===== src/sv/ost_pkg.sv =====
// shared types, codes and widths for the ordered sequence table
package ost_pkg;

    localparam int KIND_W          = 3;
    localparam int POS_W           = 6;
    localparam int ITEM_W          = 32;
    localparam int IDX_W           = 5;
    localparam int CNT_W           = 6;
    localparam int LIMIT_W         = 6;
    localparam int LOOK_N          = 2 ** POS_W;
    localparam int DEF_CAPACITY    = 32;
    localparam int DEF_VALUE_WIDTH = 32;

    localparam int APB_ADDR_W = 3;
    localparam int APB_DATA_W = 32;
    localparam int APB_WORD_W = APB_ADDR_W - 2;

    localparam logic [APB_WORD_W-1:0] REG_LIMIT_IDX = APB_WORD_W'(0);
    localparam logic [LIMIT_W-1:0]    LIMIT_RESET   = LIMIT_W'(32);

    typedef enum logic [KIND_W-1:0] {
        K_INSERT_AT     = 3'd0,
        K_INSERT_SORTED = 3'd1,
        K_ERASE         = 3'd2,
        K_REMOVE_ALL    = 3'd3,
        K_FIND          = 3'd4,
        K_GET           = 3'd5,
        K_SET           = 3'd6,
        K_NOP           = 3'd7
    } kind_t;

    typedef enum logic [1:0] {
        CELL_HOLD,
        CELL_INSERT,
        CELL_ERASE,
        CELL_WRITE
    } cell_op_t;

    typedef struct packed {
        cell_op_t         op;
        logic [POS_W-1:0] pos;
    } cell_cmd_t;

    typedef struct packed {
        logic eq;
        logic ge;
    } cell_flags_t;

    typedef enum logic [1:0] {
        ST_IDLE,
        ST_SCAN_UP,
        ST_SCAN_DOWN
    } state_t;

endpackage


===== src/sv/ost_in_if.sv =====
// request channel: one list operation per beat
interface ost_in_if;
    import ost_pkg::*;

    logic              valid;
    logic              ready;
    logic [KIND_W-1:0] kind;
    logic [POS_W-1:0]  position;
    logic [ITEM_W-1:0] item_value;

    modport source (output valid, kind, position, item_value, input ready);
    modport sink   (input valid, kind, position, item_value, output ready);
endinterface


===== src/sv/ost_out_if.sv =====
// response channel: one result per operation
interface ost_out_if;
    import ost_pkg::*;

    logic              valid;
    logic              ready;
    logic              ok;
    logic [IDX_W-1:0]  result_index;
    logic [CNT_W-1:0]  removed_count;
    logic [ITEM_W-1:0] read_value;
    logic [CNT_W-1:0]  entry_count;

    modport source (output valid, ok, result_index, removed_count, read_value, entry_count,
                    input ready);
    modport sink   (input valid, ok, result_index, removed_count, read_value, entry_count,
                    output ready);
endinterface


===== src/sv/ordered_sequence_table_top.sv =====
// top level of the ordered sequence table
//
//   channel  dir  handshake         carries
//   req      in   valid/ready       kind, position, item_value
//   rsp      out  valid/ready       ok, result_index, removed_count, read_value, entry_count
//   apb      in   psel/penable      capacity_limit at byte address 0
//
// insert_at, erase, get, set, the unused kind and insert_sorted on a full list
// are answered from the idle state without a scan
// find and insert_sorted scan upward from position 0 to the first matching position
// (or to the count when nothing matches); remove_all scans down, answering at once when empty
// the scans visit one cell per cycle through the row's single lookup port
// no clearing pass after reset: entries are never read at or beyond the count
// a response held by rsp stall blocks the next req beat until it drains
module ordered_sequence_table_top #(
    parameter int CAPACITY    = ost_pkg::DEF_CAPACITY,
    parameter int VALUE_WIDTH = ost_pkg::DEF_VALUE_WIDTH
) (
    input  logic                           clk,
    input  logic                           rst_n,
    input  logic                           psel,
    input  logic                           penable,
    input  logic                           pwrite,
    input  logic [ost_pkg::APB_ADDR_W-1:0] paddr,
    input  logic [ost_pkg::APB_DATA_W-1:0] pwdata,
    output logic [ost_pkg::APB_DATA_W-1:0] prdata,
    output logic                           pready,
    ost_in_if.sink                         req,
    ost_out_if.source                      rsp
);
    import ost_pkg::*;

    logic [LIMIT_W-1:0]     limit;
    cell_cmd_t              cmd;
    logic [VALUE_WIDTH-1:0] value;
    logic [VALUE_WIDTH-1:0] rd_entry;
    cell_flags_t            flags;

    ost_cfg u_cfg (
        .clk     (clk),
        .rst_n   (rst_n),
        .psel    (psel),
        .penable (penable),
        .pwrite  (pwrite),
        .paddr   (paddr),
        .pwdata  (pwdata),
        .prdata  (prdata),
        .pready  (pready),
        .limit   (limit)
    );

    ost_ctrl #(
        .CAPACITY    (CAPACITY),
        .VALUE_WIDTH (VALUE_WIDTH)
    ) u_ctrl (
        .clk      (clk),
        .rst_n    (rst_n),
        .req      (req),
        .rsp      (rsp),
        .limit    (limit),
        .cmd      (cmd),
        .value    (value),
        .rd_entry (rd_entry),
        .flags    (flags)
    );

    ost_cell_row #(
        .CAPACITY    (CAPACITY),
        .VALUE_WIDTH (VALUE_WIDTH)
    ) u_row (
        .clk      (clk),
        .cmd      (cmd),
        .value    (value),
        .rd_entry (rd_entry),
        .flags    (flags)
    );

`ifndef SYNTHESIS
    a_fail_clean: assert property (@(posedge clk) disable iff (!rst_n)
        (rsp.valid && !rsp.ok) |-> ((rsp.result_index == '0) && (rsp.read_value == '0)))
        else $error("failed beat carries a nonzero index or read value");

    a_removed_ok: assert property (@(posedge clk) disable iff (!rst_n)
        (rsp.valid && (rsp.removed_count != '0)) |-> rsp.ok)
        else $error("removal count reported without success");

    a_write_on_accept: assert property (@(posedge clk) disable iff (!rst_n)
        (cmd.op == CELL_WRITE) |-> (req.valid && req.ready))
        else $error("cell write outside an accepted set beat");

    a_insert_reports: assert property (@(posedge clk) disable iff (!rst_n)
        (cmd.op == CELL_INSERT) |=> (rsp.valid && rsp.ok))
        else $error("insert into the row without a successful response");
`endif
endmodule


===== src/sv/ost_cell.sv =====
// one list slot: holds an entry, shifts with its neighbors, compares against the key
module ost_cell #(
    parameter int VALUE_WIDTH = ost_pkg::DEF_VALUE_WIDTH,
    parameter int INDEX       = 0
) (
    input  logic                   clk,
    input  ost_pkg::cell_cmd_t     cmd,
    input  logic [VALUE_WIDTH-1:0] value,
    input  logic [VALUE_WIDTH-1:0] left_entry,
    input  logic [VALUE_WIDTH-1:0] right_entry,
    output logic [VALUE_WIDTH-1:0] entry,
    output ost_pkg::cell_flags_t   flags
);
    import ost_pkg::*;

    logic [VALUE_WIDTH-1:0] entry_reg;
    logic [VALUE_WIDTH-1:0] entry_next;
    logic                   at_pos;
    logic                   above_pos;

    assign at_pos    = (32'(cmd.pos) == 32'(INDEX));
    assign above_pos = (32'(INDEX) > 32'(cmd.pos));

    always_comb
    begin
        entry_next = entry_reg;
        unique case (cmd.op)
            CELL_HOLD:
            begin
                entry_next = entry_reg;
            end
            CELL_INSERT:
            begin
                if (at_pos)
                begin
                    entry_next = value;
                end
                else if (above_pos)
                begin
                    entry_next = left_entry;
                end
            end
            CELL_ERASE:
            begin
                if (at_pos || above_pos)
                begin
                    entry_next = right_entry;
                end
            end
            CELL_WRITE:
            begin
                if (at_pos)
                begin
                    entry_next = value;
                end
            end
        endcase
    end

    always_ff @(posedge clk)
    begin
        entry_reg <= entry_next;
    end

    assign entry    = entry_reg;
    assign flags.eq = (entry_reg == value);
    assign flags.ge = (entry_reg >= value);
endmodule


===== src/sv/ost_cell_row.sv =====
// chain of list cells with the lookup of one position
module ost_cell_row #(
    parameter int CAPACITY    = ost_pkg::DEF_CAPACITY,
    parameter int VALUE_WIDTH = ost_pkg::DEF_VALUE_WIDTH
) (
    input  logic                   clk,
    input  ost_pkg::cell_cmd_t     cmd,
    input  logic [VALUE_WIDTH-1:0] value,
    output logic [VALUE_WIDTH-1:0] rd_entry,
    output ost_pkg::cell_flags_t   flags
);
    import ost_pkg::*;

    logic [VALUE_WIDTH-1:0] entry_w [CAPACITY];
    cell_flags_t            flags_w [CAPACITY];
    logic [VALUE_WIDTH-1:0] look_entry [LOOK_N];
    cell_flags_t            look_flags [LOOK_N];

    for (genvar i = 0; i < CAPACITY; i++)
    begin : g_cell
        logic [VALUE_WIDTH-1:0] left_w;
        logic [VALUE_WIDTH-1:0] right_w;

        if (i == 0)
        begin : g_head
            assign left_w = value;
        end
        else
        begin : g_link_left
            assign left_w = entry_w[i-1];
        end

        // last cell refills from itself, that slot is past the end anyway
        if (i == CAPACITY - 1)
        begin : g_tail
            assign right_w = entry_w[i];
        end
        else
        begin : g_link_right
            assign right_w = entry_w[i+1];
        end

        ost_cell #(
            .VALUE_WIDTH (VALUE_WIDTH),
            .INDEX       (i)
        ) u_cell (
            .clk         (clk),
            .cmd         (cmd),
            .value       (value),
            .left_entry  (left_w),
            .right_entry (right_w),
            .entry       (entry_w[i]),
            .flags       (flags_w[i])
        );
    end

    // positions reachable by the 6-bit index, padded past the last cell
    for (genvar k = 0; k < LOOK_N; k++)
    begin : g_look
        if (k < CAPACITY)
        begin : g_real
            assign look_entry[k] = entry_w[k];
            assign look_flags[k] = flags_w[k];
        end
        else
        begin : g_pad
            assign look_entry[k] = '0;
            assign look_flags[k] = '0;
        end
    end

    assign rd_entry = look_entry[cmd.pos];
    assign flags    = look_flags[cmd.pos];
endmodule


===== src/sv/ost_cfg.sv =====
// apb register block holding the capacity limit
module ost_cfg (
    input  logic                           clk,
    input  logic                           rst_n,
    input  logic                           psel,
    input  logic                           penable,
    input  logic                           pwrite,
    input  logic [ost_pkg::APB_ADDR_W-1:0] paddr,
    input  logic [ost_pkg::APB_DATA_W-1:0] pwdata,
    output logic [ost_pkg::APB_DATA_W-1:0] prdata,
    output logic                           pready,
    output logic [ost_pkg::LIMIT_W-1:0]    limit
);
    import ost_pkg::*;

    logic [LIMIT_W-1:0] limit_reg;
    logic [LIMIT_W-1:0] limit_next;
    logic               hit_limit;
    logic               wr_en;

    assign hit_limit = (paddr[APB_ADDR_W-1:2] == REG_LIMIT_IDX);
    assign wr_en     = psel && penable && pwrite && hit_limit;

    always_comb
    begin
        limit_next = limit_reg;
        if (wr_en)
        begin
            limit_next = pwdata[LIMIT_W-1:0];
        end
    end

    always_ff @(posedge clk or negedge rst_n)
    begin
        if (!rst_n)
        begin
            limit_reg <= LIMIT_RESET;
        end
        else
        begin
            limit_reg <= limit_next;
        end
    end

    assign prdata = hit_limit ? APB_DATA_W'(limit_reg) : '0;
    assign pready = 1'b1;
    assign limit  = limit_reg;
endmodule


===== src/sv/ost_ctrl.sv =====
// operation sequencer: count, scans over the cell row, result register
module ost_ctrl #(
    parameter int CAPACITY    = ost_pkg::DEF_CAPACITY,
    parameter int VALUE_WIDTH = ost_pkg::DEF_VALUE_WIDTH
) (
    input  logic                        clk,
    input  logic                        rst_n,
    ost_in_if.sink                      req,
    ost_out_if.source                   rsp,
    input  logic [ost_pkg::LIMIT_W-1:0] limit,
    output ost_pkg::cell_cmd_t          cmd,
    output logic [VALUE_WIDTH-1:0]      value,
    input  logic [VALUE_WIDTH-1:0]      rd_entry,
    input  ost_pkg::cell_flags_t        flags
);
    import ost_pkg::*;

    localparam int               LIMIT_SPAN = 2 ** LIMIT_W;
    localparam bit               CAP_SMALL  = (CAPACITY < LIMIT_SPAN);
    localparam logic [CNT_W-1:0] CAP_CNT    =
        CNT_W'(CAPACITY < LIMIT_SPAN ? CAPACITY : LIMIT_SPAN - 1);

    state_t                 state_reg, state_next;
    logic [CNT_W-1:0]       count_reg, count_next;
    logic [CNT_W-1:0]       j_reg, j_next;
    logic [CNT_W-1:0]       removed_reg, removed_next;
    kind_t                  kind_reg, kind_next;
    logic [VALUE_WIDTH-1:0] val_reg, val_next;

    logic                   res_valid_reg, res_valid_next;
    logic                   res_ok_reg;
    logic [IDX_W-1:0]       res_idx_reg;
    logic [CNT_W-1:0]       res_removed_reg;
    logic [ITEM_W-1:0]      res_rd_reg;
    logic [CNT_W-1:0]       res_cnt_reg;

    logic                   res_load;
    logic                   ld_ok;
    logic [IDX_W-1:0]       ld_idx;
    logic [CNT_W-1:0]       ld_removed;
    logic [ITEM_W-1:0]      ld_rd;

    kind_t                  in_kind;
    logic [POS_W-1:0]       in_pos;
    logic [VALUE_WIDTH-1:0] in_val;
    logic [CNT_W-1:0]       usable;
    logic                   full;
    logic                   res_free;
    logic                   accept;
    logic                   at_end;
    logic                   up_hit;
    logic                   up_done;
    logic                   down_last;

    assign in_kind  = kind_t'(req.kind);
    assign in_pos   = req.position;
    assign in_val   = VALUE_WIDTH'(req.item_value);
    assign usable   = (CAP_SMALL && (limit > CAP_CNT)) ? CAP_CNT : limit;
    assign full     = (count_reg >= usable);
    assign res_free = !res_valid_reg || rsp.ready;
    assign accept   = req.valid && req.ready;

    assign at_end    = (j_reg == count_reg);
    assign up_hit    = !at_end && ((kind_reg == K_FIND) ? flags.eq : flags.ge);
    assign up_done   = at_end || up_hit;
    assign down_last = (j_reg == '0);

    // next state
    always_comb
    begin
        state_next = state_reg;
        unique case (state_reg)
            ST_IDLE:
            begin
                if (accept)
                begin
                    if ((in_kind == K_FIND) || ((in_kind == K_INSERT_SORTED) && !full))
                    begin
                        state_next = ST_SCAN_UP;
                    end
                    else if ((in_kind == K_REMOVE_ALL) && (count_reg != '0))
                    begin
                        state_next = ST_SCAN_DOWN;
                    end
                end
            end
            ST_SCAN_UP:
            begin
                if (up_done)
                begin
                    state_next = ST_IDLE;
                end
            end
            ST_SCAN_DOWN:
            begin
                if (down_last)
                begin
                    state_next = ST_IDLE;
                end
            end
            default:
            begin
                state_next = ST_IDLE;
            end
        endcase
    end

    // outputs and datapath
    always_comb
    begin
        req.ready    = (state_reg == ST_IDLE) && res_free;
        cmd.op       = CELL_HOLD;
        cmd.pos      = (state_reg == ST_IDLE) ? in_pos : j_reg;
        value        = (state_reg == ST_IDLE) ? in_val : val_reg;
        count_next   = count_reg;
        j_next       = j_reg;
        removed_next = removed_reg;
        kind_next    = kind_reg;
        val_next     = val_reg;
        res_load     = 1'b0;
        ld_ok        = 1'b0;
        ld_idx       = '0;
        ld_removed   = '0;
        ld_rd        = '0;

        unique case (state_reg)
            ST_IDLE:
            begin
                if (accept)
                begin
                    kind_next    = in_kind;
                    val_next     = in_val;
                    j_next       = '0;
                    removed_next = '0;
                    unique case (in_kind)
                        K_INSERT_AT:
                        begin
                            res_load = 1'b1;
                            if ((in_pos <= count_reg) && !full)
                            begin
                                cmd.op     = CELL_INSERT;
                                count_next = count_reg + CNT_W'(1);
                                ld_ok      = 1'b1;
                                ld_idx     = in_pos[IDX_W-1:0];
                            end
                        end
                        K_INSERT_SORTED:
                        begin
                            res_load = full;
                        end
                        K_ERASE:
                        begin
                            res_load = 1'b1;
                            if (in_pos < count_reg)
                            begin
                                cmd.op     = CELL_ERASE;
                                count_next = count_reg - CNT_W'(1);
                                ld_ok      = 1'b1;
                            end
                        end
                        K_REMOVE_ALL:
                        begin
                            if (count_reg == '0)
                            begin
                                res_load = 1'b1;
                                ld_ok    = 1'b1;
                            end
                            else
                            begin
                                j_next = count_reg - CNT_W'(1);
                            end
                        end
                        K_FIND:
                        begin
                            res_load = 1'b0;
                        end
                        K_GET:
                        begin
                            res_load = 1'b1;
                            if (in_pos < count_reg)
                            begin
                                ld_ok = 1'b1;
                                ld_rd = ITEM_W'(rd_entry);
                            end
                        end
                        K_SET:
                        begin
                            res_load = 1'b1;
                            if (in_pos < count_reg)
                            begin
                                cmd.op = CELL_WRITE;
                                ld_ok  = 1'b1;
                            end
                        end
                        K_NOP:
                        begin
                            res_load = 1'b1;
                        end
                    endcase
                end
            end
            ST_SCAN_UP:
            begin
                if (up_done)
                begin
                    res_load = 1'b1;
                    if (kind_reg == K_INSERT_SORTED)
                    begin
                        // room was checked when the beat came in
                        cmd.op     = CELL_INSERT;
                        count_next = count_reg + CNT_W'(1);
                        ld_ok      = 1'b1;
                        ld_idx     = j_reg[IDX_W-1:0];
                    end
                    else if (up_hit)
                    begin
                        ld_ok  = 1'b1;
                        ld_idx = j_reg[IDX_W-1:0];
                    end
                end
                else
                begin
                    j_next = j_reg + CNT_W'(1);
                end
            end
            ST_SCAN_DOWN:
            begin
                // walking downward keeps lower positions stable under each erase
                if (flags.eq)
                begin
                    cmd.op       = CELL_ERASE;
                    count_next   = count_reg - CNT_W'(1);
                    removed_next = removed_reg + CNT_W'(1);
                end
                if (down_last)
                begin
                    res_load   = 1'b1;
                    ld_ok      = 1'b1;
                    ld_removed = removed_next;
                end
                else
                begin
                    j_next = j_reg - CNT_W'(1);
                end
            end
            default:
            begin
                res_load = 1'b0;
            end
        endcase

        res_valid_next = res_valid_reg;
        if (res_load)
        begin
            res_valid_next = 1'b1;
        end
        else if (rsp.ready)
        begin
            res_valid_next = 1'b0;
        end
    end

    always_ff @(posedge clk or negedge rst_n)
    begin
        if (!rst_n)
        begin
            state_reg     <= ST_IDLE;
            count_reg     <= '0;
            j_reg         <= '0;
            removed_reg   <= '0;
            res_valid_reg <= 1'b0;
        end
        else
        begin
            state_reg     <= state_next;
            count_reg     <= count_next;
            j_reg         <= j_next;
            removed_reg   <= removed_next;
            res_valid_reg <= res_valid_next;
        end
    end

    always_ff @(posedge clk)
    begin
        kind_reg <= kind_next;
        val_reg  <= val_next;
        if (res_load)
        begin
            res_ok_reg      <= ld_ok;
            res_idx_reg     <= ld_idx;
            res_removed_reg <= ld_removed;
            res_rd_reg      <= ld_rd;
            res_cnt_reg     <= count_next;
        end
    end

    assign rsp.valid         = res_valid_reg;
    assign rsp.ok            = res_ok_reg;
    assign rsp.result_index  = res_idx_reg;
    assign rsp.removed_count = res_removed_reg;
    assign rsp.read_value    = res_rd_reg;
    assign rsp.entry_count   = res_cnt_reg;
endmodule


===== src/flat_wrapper.sv =====
// flat-port wrapper written by rule: the top's interface ports become plain ports
module ordered_sequence_table_top_flat import ost_pkg::*;
#(
    parameter int CAPACITY    = ost_pkg::DEF_CAPACITY,
    parameter int VALUE_WIDTH = ost_pkg::DEF_VALUE_WIDTH
)
  (clk, rst_n, psel, penable, pwrite, paddr, pwdata, prdata, pready, req_valid, req_kind, req_position, req_item_value, req_ready, rsp_valid, rsp_ok, rsp_result_index, rsp_removed_count, rsp_read_value, rsp_entry_count, rsp_ready);
  ost_in_if req_i ();
  ost_out_if rsp_i ();
  input  logic clk;
  input  logic rst_n;
  input  logic psel;
  input  logic penable;
  input  logic pwrite;
  input  logic [ost_pkg::APB_ADDR_W-1:0] paddr;
  input  logic [ost_pkg::APB_DATA_W-1:0] pwdata;
  output logic [ost_pkg::APB_DATA_W-1:0] prdata;
  output logic pready;
  input wire logic [$bits(req_i.valid)-1:0] req_valid;
  input wire logic [$bits(req_i.kind)-1:0] req_kind;
  input wire logic [$bits(req_i.position)-1:0] req_position;
  input wire logic [$bits(req_i.item_value)-1:0] req_item_value;
  output wire logic [$bits(req_i.ready)-1:0] req_ready;
  output wire logic [$bits(rsp_i.valid)-1:0] rsp_valid;
  output wire logic [$bits(rsp_i.ok)-1:0] rsp_ok;
  output wire logic [$bits(rsp_i.result_index)-1:0] rsp_result_index;
  output wire logic [$bits(rsp_i.removed_count)-1:0] rsp_removed_count;
  output wire logic [$bits(rsp_i.read_value)-1:0] rsp_read_value;
  output wire logic [$bits(rsp_i.entry_count)-1:0] rsp_entry_count;
  input wire logic [$bits(rsp_i.ready)-1:0] rsp_ready;
  assign req_i.valid = req_valid;
  assign req_i.kind = req_kind;
  assign req_i.position = req_position;
  assign req_i.item_value = req_item_value;
  assign req_ready = req_i.ready;
  assign rsp_valid = rsp_i.valid;
  assign rsp_ok = rsp_i.ok;
  assign rsp_result_index = rsp_i.result_index;
  assign rsp_removed_count = rsp_i.removed_count;
  assign rsp_read_value = rsp_i.read_value;
  assign rsp_entry_count = rsp_i.entry_count;
  assign rsp_i.ready = rsp_ready;
  ordered_sequence_table_top #(.CAPACITY(CAPACITY), .VALUE_WIDTH(VALUE_WIDTH)) u_core (.clk(clk), .rst_n(rst_n), .psel(psel), .penable(penable), .pwrite(pwrite), .paddr(paddr), .pwdata(pwdata), .prdata(prdata), .pready(pready), .req(req_i), .rsp(rsp_i));
endmodule

===== config.mk =====
export PLATFORM = sky130hd
export DESIGN_NAME = ordered_sequence_table_top_flat
export DESIGN_NICKNAME = d
export VERILOG_FILES = /design/src/sv/ost_pkg.sv /design/src/sv/ost_in_if.sv /design/src/sv/ost_out_if.sv /design/src/sv/ordered_sequence_table_top.sv /design/src/sv/ost_cell.sv /design/src/sv/ost_cell_row.sv /design/src/sv/ost_cfg.sv /design/src/sv/ost_ctrl.sv /design/src/flat_wrapper.sv
export SDC_FILE = /design/constraint.sdc
export NUM_CORES = 2
export LEC_CHECK = 0
export ABC_AREA = 1
export BUFFER_PORTS_ARGS = -buffer_cell sky130_fd_sc_hd__buf_4
export CORE_MARGIN = 5
export CORE_UTILIZATION = 45
export CTS_CLUSTER_DIAMETER = 80
export DETAILED_ROUTE_END_ITERATION = 8
export PLACE_DENSITY = 0.56
export SYNTH_ARGS = -nofsm -noshare
export SYNTH_HDL_FRONTEND = slang
export SYNTH_SLANG_ARGS = --single-unit

===== constraint.sdc =====
create_clock -name clk -period 12.8 [get_ports clk]
set_input_delay 2.56 -clock clk [delete_from_list [all_inputs] [get_ports clk]]
set_output_delay 2.56 -clock clk [all_outputs]
set_load 0.02 [all_outputs]

== After elaboration in Yosys (flattened, before gate mapping) ==
Cells that the tools add are included.

* Register bits: 1,136
* Input port bits: 83
* Logic and storage cells: 620

* Add/subtract/negate cells: 5
* $lt $le $gt $ge: 68
* Equality and inequality tests: 178
* Multiplexer cells: 223
* Bitwise logic cells: 4
* Reduce and logical (&&, ||, !) cells: 97

{| class="wikitable"
|+ Operators with widths
! kind !! count
|-
| $mux 32 || 128
|-
| $pmux 32 s3 || 30
|-
| $eq 32x32->1 || 32
|-
| $ge 32x32->1 || 32
|-
| $bmux 32 s6 || 1
|-
| $reduce_and 4->1 || 33
|-
| $pmux 32 s2 || 2
|-
| $ne 2x1->1 const B || 63
|-
| $eq 6x5->1 const B || 16
|-
| $gt 5x6->1 const A || 16
|-
| $mux 6 || 16
|-
| $ne 3x1->1 const B || 31
|-
| $eq 6x4->1 const B || 8
|-
| $gt 4x6->1 const A || 8
|-
| $pmux 6 s3 || 2
|-
| $logic_or 1x1->1 || 33
|-
| $mux 5 || 6
|-
| $eq 6x3->1 const B || 4
|-
| $gt 3x6->1 const A || 4
|-
| $pmux 6 s2 || 2
|-
| $mux 2 || 11
|-
| $add 6x1->6 const B || 3
|-
| $logic_not 6->1 || 3
|-
| $pmux 2 s3 || 3
|-
| 37 further kinds || 88
|}

== Longest topological paths before layout ==
* Depth after elaboration: 15
* Mapped depth: 38

== Cells and area by module ==
A second synthesis with hierarchy kept.

* Cell total of the unflattened synthesis: 15,522
* Area total of the unflattened synthesis: 113,999.3 µm²

{| class="wikitable"
|+ Modules (own cells, without submodules)
! module !! times used !! cells an instance !! area an instance (µm²)
|-
| ost_cell_row || 1 || 2,615 || 11,350.9
|-
| ost_ctrl || 1 || 660 || 5,743.0
|-
| ost_cell at u_core.u_row.g_cell[14].u_cell || 1 || 381 || 3,233.1
|-
| ost_cell at u_core.u_row.g_cell[10].u_cell || 1 || 411 || 3,200.6
|-
| ost_cell at u_core.u_row.g_cell[7].u_cell || 1 || 371 || 3,185.6
|-
| ost_cell at u_core.u_row.g_cell[6].u_cell || 1 || 407 || 3,165.5
|-
| ost_cell at u_core.u_row.g_cell[22].u_cell || 1 || 415 || 3,164.3
|-
| ost_cell at u_core.u_row.g_cell[3].u_cell || 1 || 371 || 3,131.8
|-
| ost_cell at u_core.u_row.g_cell[8].u_cell || 1 || 410 || 3,130.5
|-
| ost_cell at u_core.u_row.g_cell[20].u_cell || 1 || 413 || 3,129.3
|-
| ost_cell at u_core.u_row.g_cell[5].u_cell || 1 || 375 || 3,120.5
|-
| ost_cell at u_core.u_row.g_cell[24].u_cell || 1 || 409 || 3,118.0
|-
| ost_cell at u_core.u_row.g_cell[4].u_cell || 1 || 408 || 3,115.5
|-
| ost_cell at u_core.u_row.g_cell[27].u_cell || 1 || 375 || 3,071.7
|-
| +21 rows || n/a || n/a || n/a
|}

== Worst setup path after synthesis ==
No wires, ideal clock.

* Path kind: in2reg
* From: in req_item_value[30]
* To: reg u_core.u_row.g_cell[2].u_cell.entry_reg[0] (enable)
* Data arrival time: 8.625 ns
* Data required time: 12.334 ns
* Path slack: 3.709 ns
* Stages: 24
* Path through: or2_2 -> o21ai_1 -> clkbuf_1 -> ha_1 -> nand4_1 -> or2_2 -> nor2_1 -> nand4_1 -> nand2_1 -> nand2_1 -> nand2_1 -> nand4_1 -> and2_1 -> nor2_1 -> nand3_1 -> nand2_1 -> inv_2 -> nand2_2 -> nand3_2 -> nand2_2 -> nand2_1 -> buf_6 -> buf_2 -> o21ai_0

* Word-level cells in the longest chain between the ends: 13
* Elaborated cells on any way between the ends: 83
* Classes of those cells: 32 x order compare; 38 x eq/ne; 8 x mux; 1 x bitwise; 4 x reduce/logical

{| class="wikitable"
|+ RTL lines
! item !! line !! RTL
|-
| start, declared || flat_wrapper.sv:22 || <nowiki>input wire logic [$bits(req_i.item_value)-1:0] req_item_value;</nowiki>
|-
| $mux 32 (*) || ost_ctrl.sv:114 || <nowiki>value = (state_reg == ST_IDLE) ? in_val : val_reg;</nowiki>
|-
| $ge 32x32->1 / $eq 32x32->1 (equally long branches) || ost_cell.sv:67, ost_cell.sv:66 ||
|-
| $bmux 2 s6 (*) || ost_cell_row.sv:73 || <nowiki>assign flags = look_flags[cmd.pos];</nowiki>
|-
| $mux 2 (implied by the code) (*) (2 in series) || ost_cell_row.sv:73 ||
|-
| $mux 1 || ost_ctrl.sv:64 || <nowiki>assign up_hit = !at_end && ((kind_reg == K_FIND) ? flags.eq : flags.ge);</nowiki>
|-
| $logic_and 1x1->1 || ost_ctrl.sv:64 ||
|-
| $logic_or 1x1->1 || ost_ctrl.sv:65 || <nowiki>assign up_done = at_end || up_hit;</nowiki>
|-
| $mux 1 || ost_ctrl.sv:204 || <nowiki>if (up_done)</nowiki>
|-
| $pmux 2 s3 (*) || ost_ctrl.sv:126 || <nowiki>unique case (state_reg)</nowiki>
|-
| $eq 2x1->1, or another cell as far along || ost_cell.sv:27 || <nowiki>unique case (cmd.op)</nowiki>
|-
| $ne 3x1->1 (no line), or another cell as far along || n/a ||
|-
| $reduce_and 4->1 (no line) (*) || n/a ||
|-
| end signal, assigned || ost_cell.sv:62 || <nowiki>entry_reg <= entry_next;</nowiki>
|-
| end, declared || ost_cell.sv:16 || <nowiki>logic [VALUE_WIDTH-1:0] entry_reg;</nowiki>
|}

Every way passes the cells marked *; elsewhere a longest branch is shown, timed or not. The select of a mux whose other input is x is not followed.
A chain may end at the register's enable or synchronous reset.

== Final worst setup path ==
* From: in req_item_value[26]
* To: reg u_core.u_row.g_cell[30].u_cell.entry_reg[4] (enable)

* Word-level cells in the longest chain between the ends: 13
* Elaborated cells on any way between the ends: 83
* Classes of those cells: 32 x order compare; 38 x eq/ne; 8 x mux; 1 x bitwise; 4 x reduce/logical

{| class="wikitable"
|+ RTL lines
! item !! line
|-
| $mux 32 (*) || ost_ctrl.sv:114
|-
| $ge 32x32->1 / $eq 32x32->1 (equally long branches) || ost_cell.sv:67, ost_cell.sv:66
|-
| $bmux 2 s6 (*) || ost_cell_row.sv:73
|-
| $mux 2 (implied by the code) (*) (2 in series) || ost_cell_row.sv:73
|-
| $mux 1 || ost_ctrl.sv:64
|-
| $logic_and 1x1->1 || ost_ctrl.sv:64
|-
| $logic_or 1x1->1 || ost_ctrl.sv:65
|-
| $mux 1 || ost_ctrl.sv:204
|-
| $pmux 2 s3 (*) || ost_ctrl.sv:126
|-
| $eq 2x1->1, or another cell as far along || ost_cell.sv:27
|-
| $ne 3x1->1 (no line), or another cell as far along || n/a
|-
| $reduce_and 4->1 (no line) (*) || n/a
|-
| end signal, assigned || ost_cell.sv:62
|-
| end, declared || ost_cell.sv:16
|}

Marks and branches as above.

==> results.sh <==
export IMPL_die_x_um=466
export IMPL_p_clk_share_pct=14.6
export IMPL_path_class="input port to flip-flop"
export IMPL_grt_pass1_vias=83206
export IMPL_yosysTopAreaCell="edfxtp_1"
export IMPL_die_y_um=466
export IMPL_ant_nets=0
export IMPL_netlist_area_um2=93600
export IMPL_powerDensity_nw_per_um2=296
export IMPL_num_rows=167
export IMPL_hold_class="flip-flop to flip-flop"
export IMPL_hpwl_mm=271
export IMPL_grt_max_degree=204
export IMPL_core_area_um2=207000
export IMPL_final_nets=12358
export IMPL_routed_wl_mm=374
export IMPL_crit_arrival_ps=10130
export IMPL_regToRegEndpoint="u_core.u_row.g_cell[30].u_cell.entry[4]"
export IMPL_tritoncts="done"
export IMPL_maxCapViolations=0
export IMPL_power_leakage_nw=39.8
export IMPL_finalCriticalPeriod_ps=9630
export IMPL_synth_most_common_cell="nand2_1"
export IMPL_cts_setup_buffers=0
export IMPL_timing_reg2reg_worst_path_depth=31
export IMPL_antenna_found_initial=8
export IMPL_async_flop_share_pct=2.38
export IMPL_synth_top_cell_area_share_pct=35.6
export IMPL_cts_max_level=4
export IMPL_layout_drive_gt1_share_pct=6.57
export IMPL_clockBufferDepth=3
export IMPL_fmax_ghz=0.104
export IMPL_m1WireLength_mm=151
export IMPL_rsz0062_at_grt="no"
export IMPL_cts_buffers=153
export IMPL_critPathMaxFanout=32
export IMPL_crit_top_cell="nand2_1"
export IMPL_status="complete, no violations"
export IMPL_overflow=0
export IMPL_ys_seq_area_share_pct=36.3
export IMPL_maxSlewViolCount=0
export IMPL_routed_wl_met2_mm=167
export IMPL_layout_cells_non_filler=14202
export IMPL_cts_num_sinks=1136
export IMPL_fin_crit_sh_pct=75.3
export IMPL_startpoint_type="input port"
export IMPL_slowest_delay_ps=720
export IMPL_drt_iter0_markers=11319
export IMPL_wire_per_inst_um=26.3
export IMPL_dp_cells=13922
export IMPL_rr_startpoint="u_core.u_ctrl.state_reg[0]"
export IMPL_rrSetupSlack_ps=3290
export IMPL_syn_area_per_cell_um2=8.00
export IMPL_critPathLaunch="req_item_value[26]"
export IMPL_worstSetupEndpoint="u_core.u_row.g_cell[30].u_cell.entry[4]"
export IMPL_largest_register_ffs=1024
export IMPL_ys_ff_latch=1136
export IMPL_worstSetupEndpointType="flip-flop"
export IMPL_die_area_um2=217000
export IMPL_cp_slowest_cell="nor2_1"
export IMPL_viasPerCell=6.39
export IMPL_ir_drop_v=0.000307
export IMPL_grt_pass1_wl_mm=549
export IMPL_synthDistinctLibCells=59
export IMPL_p_int_mw=14.2
export IMPL_cts_root_buf="clkbuf_16"
export IMPL_swShare_pct=52.7
export IMPL_seqPwrFrac_pct=22.6
export IMPL_cts_resized=0
export IMPL_clock_latency_ps=840
export IMPL_path_clk_slew_ps=50
export IMPL_synth_cells=11696
export IMPL_p_switching_mw=15.9
export IMPL_setup_viol=0
export IMPL_yosys_top_cells_count="2289 x nand2_1, 2208 x nand3_1, 1109 x edfxtp_1"
export IMPL_synth_ff_type="edfxtp_1"
export IMPL_num_vias=90704
export IMPL_cp_required_ps=13290
export IMPL_start_util_pct=45.2
export IMPL_drc=0
export IMPL_syn_to_final_growth_pct=8.61
export IMPL_ys_warn_count=0
export IMPL_synth_edf_count=1109
export IMPL_timing_setup_tns_ps=0
export IMPL_finalHoldViolations=0
export IMPL_grt_util_all_layers_pct=33.0
export IMPL_portBuffers=112
export IMPL_relSlewSlack_pct=10.8
export IMPL_routed_top_layer="met5"
export IMPL_met3RoutedLength_mm=34.4
export IMPL_ios=168
export IMPL_pwr_share_comb_pct=62.8
export IMPL_gp_congestion=0.929
export IMPL_hold_buffers=0
export IMPL_tightestPinTransition_ps=1330
export IMPL_synthTopCellsByArea="edfxtp_1 36%, ha_1 13%, nand3_1 12%"
export IMPL_skew_ps=32.8
export IMPL_firstDrtPassIters=7
[power by group through the flow]
stage | clock, mW | combinational (mW) | sequential [mW]
4_1_cts | 4.44 | 18.5 | 6.77
3_5_place_dp | 0 | 18.4 | 6.84
6_report | 4.39 | 18.9 | 6.81
2_1_floorplan | 0 | 11.8 | 6.63
5_1_grt | 4.58 | 20.6 | 6.89
3_3_place_gp | 0 | 18.0 | 6.81
[layout by cell type, fill, tap and decap left out, drive strengths merged, types with 26 or more instances in the layout]
cell	instances
edfxtp	1109
a211oi	37
o22ai	142
nor2	532
clkbuf	195
nand2	2300
or2	32
a21oi	728
o21bai	32
o21ai	567
buf	360
o221ai	130
clkinv	67
nand3	2209
nand4	110
dfrtp	26
o211ai	1003
conb	27
ha	985
inv	596
nor3	50
[routing by layer]
| layer | track usage, % | vias to the layer above |
|---|---|---|
| met5 | 0 | - |
| met4 | 16.3 | 2 |
| met3 | 6.39 | 692 |
| met2 | 51.3 | 4578 |
| met1 | 44.0 | 43313 |
| li1 | - | 42119 |
[stage by stage]
| step | utilization [%] | cell area, um2 | setup slack (ps) | power, mW | hold slack [ps] |
|---|---|---|---|---|---|
| global placement | 46.7 | 96700 | 2500 | 24.9 | 494 |
| floorplan | - | 93700 | 3710 | 18.4 | 518 |
| CTS | 49.1 | 102000 | 3380 | 29.7 | 519 |
| finish | 49.1 | 102000 | 3170 | 30.1 | 513 |
| detailed placement | 46.7 | 96700 | 2520 | 25.3 | 503 |
| global route | 49.1 | 102000 | 2880 | 32.0 | 544 |
[kinds of logic after synthesis]
family,Yosys count,synth area share [%]
other,2,0.00802
flip-flops,1136,36.3
buffers and inverters,1545,7.07
XOR/XNOR,14,0.131
AND/OR/NAND/NOR,5270,24.7
AO/OA/AOI/OAI,2743,18.6
adder cells (fa/ha/maj),986,13.2
[worst min-delay path by stage]
stage / to / slack (ps) / cells past startpoint / startpoint
floorplan: u_core.u_cfg.limit[4] / 520 / 2 / u_core.u_cfg.limit[4]
global placement: u_core.u_ctrl.rsp.valid / 490 / 2 / u_core.u_ctrl.rsp.valid
detailed placement: u_core.u_ctrl.rsp.valid / 500 / 2 / u_core.u_ctrl.rsp.valid
CTS: u_core.u_ctrl.rsp.valid / 520 / 2 / u_core.u_ctrl.rsp.valid
global route: u_core.u_ctrl.rsp.valid / 540 / 2 / u_core.u_ctrl.rsp.valid
finish: u_core.u_ctrl.rsp.valid / 510 / 2 / u_core.u_ctrl.rsp.valid
[worst max-delay path: cells and delay by family]
family,cells,cell delay (ps)
buffers and inverters,6,1760
adders and majority gates,1,190
and+or+nand+nor,19,4620
AOI/OAI and AO/OA,2,830
[area by class of cell]
type | instances | area [um2]
multi-input cells | 9040 | 53900
repair buffers | 360 | 3030
clock inverters | 79 | 709
diodes | 6 | 15.0
inverters | 598 | 2290
clock buffers | 195 | 4210
flip-flops and latches | 1136 | 34000
well taps | 2788 | 3490
fillers | 19854 | 105000
(Power assumes the default switching activity.)
